==> src/sv/rpdjt_div.sv <==
// Divider by a constant divisor: reciprocal multiplication, one 16-bit quotient digit at a time.
module rpdjt_div #(
  parameter int unsigned DW      = 44,
  parameter int unsigned DIVISOR = 1000
) (
  input  logic          clk_i,
  input  logic          rst_ni,
  input  logic          start_i,
  input  logic [DW-1:0] dividend_i,
  output logic          done_o,
  output logic [DW-1:0] quotient_o
);

  localparam int unsigned DigW   = 16;
  localparam int unsigned NumDig = (DW + DigW - 1) / DigW;
  localparam int unsigned PadW   = NumDig * DigW;
  localparam int unsigned LogD   = $clog2(DIVISOR);
  localparam int unsigned RemW   = (LogD == 0) ? 1 : LogD;
  localparam int unsigned TW     = RemW + DigW;
  localparam int unsigned RecW   = LogD + DigW + 1;
  localparam int unsigned PrW    = TW + RecW;
  localparam int unsigned Shift  = 2 * LogD + DigW;
  localparam int unsigned CntW   = $clog2(NumDig + 1);
  // ceil(2^Shift / DIVISOR) gives the exact floor quotient of any partial
  // dividend below DIVISOR * 2^DigW
  localparam longint unsigned RecipVal =
      ((64'd1 << Shift) + 64'(DIVISOR) - 64'd1) / 64'(DIVISOR);
  localparam logic [RecW-1:0] Recip = RecW'(RecipVal);

  logic [PadW-1:0] dvd_q, dvd_d;
  logic [PadW-1:0] quo_q, quo_d;
  logic [RemW-1:0] rem_q, rem_d;
  logic [PrW-1:0]  prod_q, prod_d;
  logic [CntW-1:0] cnt_q, cnt_d;
  logic            phase_q, phase_d;
  logic            busy_q, busy_d;
  logic            done_q, done_d;
  logic [TW-1:0]   part;
  logic [DigW-1:0] digit;
  logic [TW-1:0]   part_left;

  // partial dividend: running remainder followed by the next digit
  assign part      = {rem_q, dvd_q[PadW-1 -: DigW]};
  assign digit     = prod_q[Shift +: DigW];
  assign part_left = part - TW'(digit) * TW'(DIVISOR);

  always_comb begin
    dvd_d   = dvd_q;
    quo_d   = quo_q;
    rem_d   = rem_q;
    prod_d  = prod_q;
    cnt_d   = cnt_q;
    phase_d = phase_q;
    busy_d  = busy_q;
    done_d  = 1'b0;
    if (start_i) begin
      dvd_d   = PadW'(dividend_i);
      quo_d   = '0;
      rem_d   = '0;
      cnt_d   = CntW'(NumDig);
      phase_d = 1'b0;
      busy_d  = 1'b1;
    end else if (busy_q) begin
      if (!phase_q) begin
        prod_d  = PrW'(part) * PrW'(Recip);
        phase_d = 1'b1;
      end else begin
        // take the digit, keep the remainder, advance to the next digit
        rem_d   = part_left[RemW-1:0];
        quo_d   = (quo_q << DigW) | PadW'(digit);
        dvd_d   = dvd_q << DigW;
        phase_d = 1'b0;
        cnt_d   = cnt_q - 1'b1;
        if (cnt_q == CntW'(1)) begin
          busy_d = 1'b0;
          done_d = 1'b1;
        end
      end
    end
  end

  always_ff @(posedge clk_i or negedge rst_ni) begin
    if (!rst_ni) begin
      busy_q  <= 1'b0;
      done_q  <= 1'b0;
      cnt_q   <= '0;
      phase_q <= 1'b0;
    end else begin
      busy_q  <= busy_d;
      done_q  <= done_d;
      cnt_q   <= cnt_d;
      phase_q <= phase_d;
    end
  end

  always_ff @(posedge clk_i) begin
    dvd_q  <= dvd_d;
    quo_q  <= quo_d;
    rem_q  <= rem_d;
    prod_q <= prod_d;
  end

  assign done_o     = done_q;
  assign quotient_o = quo_q[DW-1:0];

endmodule

==> config.mk <==
export PLATFORM = sky130hd
export DESIGN_NAME = rpdjt_div
export DESIGN_NICKNAME = d
export VERILOG_FILES = /design/src/sv/rpdjt_div.sv
export SDC_FILE = /design/constraint.sdc
export NUM_CORES = 1
export LEC_CHECK = 0
export BUFFER_PORTS_ARGS = -buffer_cell sky130_fd_sc_hd__clkbuf_2
export CORE_ASPECT_RATIO = 0.6
export CORE_MARGIN = 3
export CORE_UTILIZATION = 51
export CTS_BUF_LIST = sky130_fd_sc_hd__clkbuf_4 sky130_fd_sc_hd__clkbuf_8 sky130_fd_sc_hd__clkbuf_16
export DETAILED_ROUTE_END_ITERATION = 8
export GPL_TIMING_DRIVEN = 0
export PLACE_DENSITY = 0.78
export SYNTH_ARGS = -nofsm -noshare
export SYNTH_HDL_FRONTEND = slang
export SYNTH_SLANG_ARGS = --single-unit
==> constraint.sdc <==
create_clock -name clk_i -period 7.96 [get_ports clk_i]
set_input_delay 1.592 -clock clk_i [delete_from_list [all_inputs] [get_ports clk_i]]
set_output_delay 1.592 -clock clk_i [all_outputs]
set_load 0.005 [all_outputs]
==> results of run 1 <==
## worst min-delay path, stage by stage, from the launching register on
cell and delay, ns:
dfxtp_1 0.31, nand2_1 0.05, a21oi_1 0.05
## routing by layer
| layer | wire length, µm | GRT usage [%] | up-vias |
|---|---|---|---|
| met5 | 0 | 0 | - |
| met4 | 365 | 3.60 | 0 |
| met3 | 4790 | 9.45 | 42 |
| met2 | 15100 | 34.1 | 435 |
| met1 | 17000 | 35.5 | 5270 |
| li1 | - | - | 4999 |
## worst min path at each step
stage,start,slack [ns],end
4_1_cts,quo_q[35],0.46,quo_q[35]
3_5_place_dp,quo_q[34],0.45,quo_q[34]
5_1_grt,quo_q[33],0.48,quo_q[33]
3_3_place_gp,quo_q[37],0.44,quo_q[37]
2_1_floorplan,quo_q[28],0.45,quo_q[28]
6_report,quo_q[39],0.46,quo_q[39]
## cell type report
class | count | area share [%]
flip-flops and latches | 123 | 18.2
plain buffers | 28 | 0.663
repair buffers | 92 | 2.88
inverters | 404 | 8.93
well taps | 400 | 2.95
clock buffers | 18 | 2.55
clock inverters | 14 | 0.958
multi-input cells | 953 | 62.9
## sequential cells by signal, indices dropped and copies added (netlist names)
register / flops
dvd_q: 48
prod_q: 16
rem_q: 10
cnt_q: 2
done_o: 1
quo_q: 44
busy_q: 1
phase_q: 1
## per-stage QoR
stage	cell area [µm²]	worst slack (ns)	utilization, %
finish	17000	0.365	58.2
global route	17000	0.173	58.2
CTS	17000	0.598	58.2
detailed placement	16400	0.659	56.1
global placement	16300	0.662	56.0
floorplan	15400	1.71	-
## cells in the mapped netlist, types with 2 or more instances
library cell and number:
o21ai_0 16, nand4_1 8, nor3b_1 3, nor2_1 14, nand2_1 125, edfxtp_1 60, o21a_1 6, and3_1 2
fa_1 216, a211oi_1 5, ha_1 286, nor2b_1 9, mux2i_1 2, nor3_1 5, inv_1 404, a31oi_1 2
xnor2_1 22, a21boi_0 2, and4_1 2, nor2_2 2, dfrtp_1 5, o211ai_1 4, a21oi_1 88, o21bai_1 5
clkbuf_1 22, and4_4 2, dfxtp_1 58, a21o_1 25, or2_2 4, nand3_1 9, buf_1 5, xor2_1 10
and2_1 18, nand2b_1 6, mux2_2 28
## cell families after synthesis
| logic type | Yosys count | share of synthesized area (%) |
|---|---|---|
| XOR/XNOR | 32 | 1.82 |
| buffers and inverters | 432 | 10.6 |
| multiplexers | 30 | 2.18 |
| adder cells (fa/ha/maj) | 502 | 51.4 |
| AO/OA/AOI/OAI | 171 | 7.23 |
| AND/OR/NAND/NOR | 218 | 6.75 |
| flip-flops | 123 | 20.1 |
==> metrics.yaml, run 1 <==
post-route-min-period_ns: 7.59
syn_avg_cell_area_um2: 10.2
h-tree-depth: 4
via_per_inst: 5.29
core_um2: 29200
worst_r2r_path_depth: 22
syn2layout_area_growth_pct: 10.4
final_common_cell: "inv_1"
fill_cells: 2420
numCtsBuffers: 17
status: "finished clean"
synth.top_cell.area_share_pct: 28.1
startpoint: "dvd_q[47]"
ys_seq_area_share_pct: 20.1
grt_max_degree: 25
critPathRequiredTime_ns: 8.14
r2r-start: "dvd_q[47]"
fin_cells: 2032
async_reset_ff_share_pct: 4.07
dp_hpwl_mm: 31.6
cts_resized: 0
clock_skew_ns: 0.0151
track_usage_pct: 24.1
layout_common_cells: "inv_1, ha_1, fa_1"
holdPathStages: 2
hold_class: "flop to flop"
die_w_um: 230
drive_gt1_share_pct: 10.9
grt-ovfl-total: 0
setup_violations: 0
synth_cells: 1508
ys_ff_latch: 123
worst_slew_pin_slew_ns: 0.833
antenna_found_initial: 0
cts_setup_buffers: 0
reg2reg_slack_ns: 0.37
slew_viol_final: 0
cts.sinks: 123
crit_slowest_cell: "dfxtp_1"
gp_congestion: 0.974
wl_mm: 37.3
clkTransAtPathRegs_ns: 0.06
start_util_pct: 52.7
clock_latency_ns: 0.43
dr.pass1.iters: 7
hold_violations: 0
max-slew-margin-rel_pct: 44.5
dp_cells: 2000
final.period_utilization_pct: 95.4
wl_per_cell_um: 18.3
path_delay_family: "adder cells"
hold_slack_ns: 0.457
die_h_um: 141
numPortBuffers: 90
grt_pass1_wl_mm: 60.4
dr_total_vias: 10746
cp.arrival_ns: 7.78
fmax_mhz: 132
synth_cell_types: 63
cts_root_buf: "clkbuf_16"
worstSetupStartpointType: "flop"
multi_input_area_um2: 10700
diodes: 0
synth-edff-count: 60
cts_max_path_buffers: 2
dieArea_um2: 32400
path_cells: "inv_1, ha_1, fa_1, inv_1, fa_1, inv_1, fa_1, inv_1, fa_1, fa_1, inv_1, fa_1, inv_1, ha_1, and4_1, nand3_1, or4_4, a31oi_4, nor2_2, o21ai_2, a21boi_1, xnor2_1"
rsz0062_at_grt: "false"
synthesis.nets: 2057
worst-path-buf-inv: 6
cp-end-kind: "flop"
drt_iter0_markers: 816
regArea_um2: 3090
ant_nets: 0
cp.depth: 22
nNetsFinal: 2168
endpoint: "prod_q[43]"
crit_fanout: 10
grt_pass1_vias: 11231
remaining_drc_errors: 0
rr_endpoint: "prod_q[43]"
ys_top_cells_by_area: "fa_1, ha_1, edfxtp_1"
cts_tree: "built"
worstSetupPathType: "flop to flop"
critPathMaxStageDelay_ns: 0.75
synth_top_cell_by_area: "fa_1"
finalSetupTns_ns: 0
synthFlopType: "edfxtp_1"
cap_violations: 0
holdBufCountCts: 0
synth_warnings: 0
io_pins: 92
syn_area_um2: 15400
rows: 48
Power of run 1 is left out: the tool's default activity adds up to more than one toggle a clock period on the data nets, which glitch-free logic cannot reach.
==> run 2, diff against run 1 <==
--- a/config.mk
+++ b/config.mk
@@ -8,11 +8,12 @@
 export BUFFER_PORTS_ARGS = -buffer_cell sky130_fd_sc_hd__clkbuf_2
 export CORE_ASPECT_RATIO = 0.6
 export CORE_MARGIN = 3
-export CORE_UTILIZATION = 51
+export CORE_UTILIZATION = 55
 export CTS_BUF_LIST = sky130_fd_sc_hd__clkbuf_4 sky130_fd_sc_hd__clkbuf_8 sky130_fd_sc_hd__clkbuf_16
 export DETAILED_ROUTE_END_ITERATION = 8
 export GPL_TIMING_DRIVEN = 0
-export PLACE_DENSITY = 0.78
+export PLACE_DENSITY = 0.82
+export REMOVE_ABC_BUFFERS = 1
 export SYNTH_ARGS = -nofsm -noshare
 export SYNTH_HDL_FRONTEND = slang
 export SYNTH_SLANG_ARGS = --single-unit
==> run 2 against run 1 <==
Effect of this change: fmax increased by 4.2%; register-to-register slack improved by 0.31 ns; first-iteration DRC count fell by 11%; design area shrank 0.68%; cell count decreased by 3.1%; count of clock-buffer cells in the layout did not move; worst hold slack worse by 0.0051 ns; non-clock buffer count is 24 lower; sequential share of layout area increased by 0.12 points; global-route usage grew 0.56 points; worst setup slack improved by 0.31 ns; largest cell class unchanged.
==> metrics.yaml, run 2 (synthesis results as in run 1) <==
status: "finished clean"
rows: 46  # -4.2%
cp-end-kind: "flop"
hold_violations: 0  # unchanged
dieArea_um2: 30100  # -7.0%
crit_top_cell: "fa_1"
cp.arrival_ns: 7.45  # -0.33 ns
grt_max_degree: 83  # +230%
critPathMaxStageDelay_ns: 0.76  # about the same
cts_tree: "built"
io_pins: 92  # unchanged
critPathRequiredTime_ns: 8.13  # about the same
path_cells: "inv_1, fa_1, fa_1, fa_1, fa_1, inv_1, fa_1, fa_1, inv_1, fa_1, inv_1, ha_1, a21oi_1, a21oi_1, a211oi_1, a31oi_4, o41ai_4, nor2_2, o41ai_2, xnor2_1"
rsz0062_at_grt: "false"
crit_fanout: 8  # -2
finalSetupTns_ns: 0  # unchanged
h-tree-depth: 4  # unchanged
numPortBuffers: 91  # +1.1%
syn2layout_area_growth_pct: 9.60
gp_congestion: 0.982  # +0.86%
dr.pass1.iters: 5  # -2
cts_max_path_buffers: 2  # unchanged
cts_root_buf: "clkbuf_16"
cts.sinks: 123  # unchanged
antenna_found_initial: 0  # unchanged
final_common_cell: "inv_1"
track_usage_pct: 24.6  # +0.56 points
dp_hpwl_mm: 30.1  # -4.6%
wl_mm: 35.9  # -3.6%
nNetsFinal: 2144  # -1.1%
die_w_um: 222  # -3.6%
dr_total_vias: 10450  # -2.8%
path_delay_family: "adder cells"
cts_setup_buffers: 0  # unchanged
worstSetupStartpointType: "flop"
top_regs: "dvd_q (48), quo_q (44), prod_q (16)"
setup_violations: 0  # unchanged
largest_register_ffs: 48  # unchanged
holdBufCountCts: 0  # unchanged
die_h_um: 136  # -3.5%
diodes: 0  # unchanged
via_per_inst: 5.31  # +0.41%
regMostFlops: "dvd_q"
final.period_utilization_pct: 91.5  # -3.9 points
clock_latency_ns: 0.43  # about the same
crit_slowest_cell: "dfxtp_1"
wl_per_cell_um: 18.3  # -0.46%
grt-ovfl-total: 0  # unchanged
cts_resized: 0  # unchanged
clock_skew_ns: 0.0133  # -0.00176 ns
core_um2: 26900  # -7.7%
worst_slew_pin_slew_ns: 0.746  # -0.0871 ns
worstSetupPathType: "flop to flop"
max-slew-margin-rel_pct: 50.3  # +5.8 points
remaining_drc_errors: 0  # unchanged
hold_class: "flop to flop"
clkTransAtPathRegs_ns: 0.06  # about the same
numCtsBuffers: 17  # unchanged
post-route-min-period_ns: 7.29  # -0.309 ns
ant_nets: 0  # unchanged
drt_iter0_markers: 728  # -11%
layout_common_cells: "inv_1, ha_1, fa_1"
worst-path-buf-inv: 4  # -2
cap_violations: 0  # unchanged
grt_pass1_wl_mm: 57.3  # -5.1%
grt_pass1_vias: 10902  # -2.9%
fmax_mhz: 137  # +4.2%
drive_gt1_share_pct: 11.4  # +0.47 points
slew_viol_final: 0  # unchanged
start_util_pct: 57.1  # +4.4 points
run 2: changes by cell type in the layout (fill, tap and decap cells not counted), moves of 2 or more:
cell,change
bufinv_16,-2
buf_1,-5
buf_12,+3
clkbuf_1,-22
run 2: layout make-up:
type / instances / area [µm²]
clock inverter: 14 / 121
multi-input combinational: 953 / 10700
timing repair buffer: 96 / 557
inverter: 404 / 1520
fill: 2083 / 10100
sequential: 123 / 3090
tap: 360 / 450
clock buffer: 18 / 450
run 2: tightest hold or removal path, stage by stage (launching register included):
cell     delay [ns]
dfxtp_1        0.30
nand2_1        0.05
a21oi_1        0.05
run 2: path summary, 6_finish.rpt:
kind,start,endpoint,slack [ns],cells after the start
min in group asynchronous,rst_ni,done_o,0.98,1
setup / recovery,dvd_q[44],prod_q[51],0.67,20
setup reg to reg,dvd_q[44],prod_q[51],0.67,20
max in group asynchronous,rst_ni,busy_q,6.83,1
hold reg to reg,quo_q[36],quo_q[36],0.45,2
hold / removal,quo_q[36],quo_q[36],0.45,2
run 2: through the flow:
step / hold WS (ns) / setup WS, ns / instance area [µm²] / util [%] / cells
after floorplan: 0.447 / 1.71 / 15300 / - / 1480
after global placement: 0.441 / 0.842 / 16200 / 60.1 / 1931
after detailed placement: 0.446 / 0.717 / 16300 / 60.5 / 1936
after CTS: 0.454 / 0.718 / 16900 / 62.6 / 1968
after global routing: 0.482 / 0.343 / 16900 / 62.6 / 1968
final: 0.452 / 0.674 / 16900 / 62.6 / 1968
run 2: routing by layer:
layer / GRT usage (%) / share of wire [%] / vias up
li1: - / - / 4937
met1: 34.7 / 45 / 5110
met2: 36.2 / 42 / 382
met3: 10.7 / 12 / 21
met4: 3.66 / 0.78 / 0
met5: 0 / 0 / -
Power of run 2 is left out for the same reason.
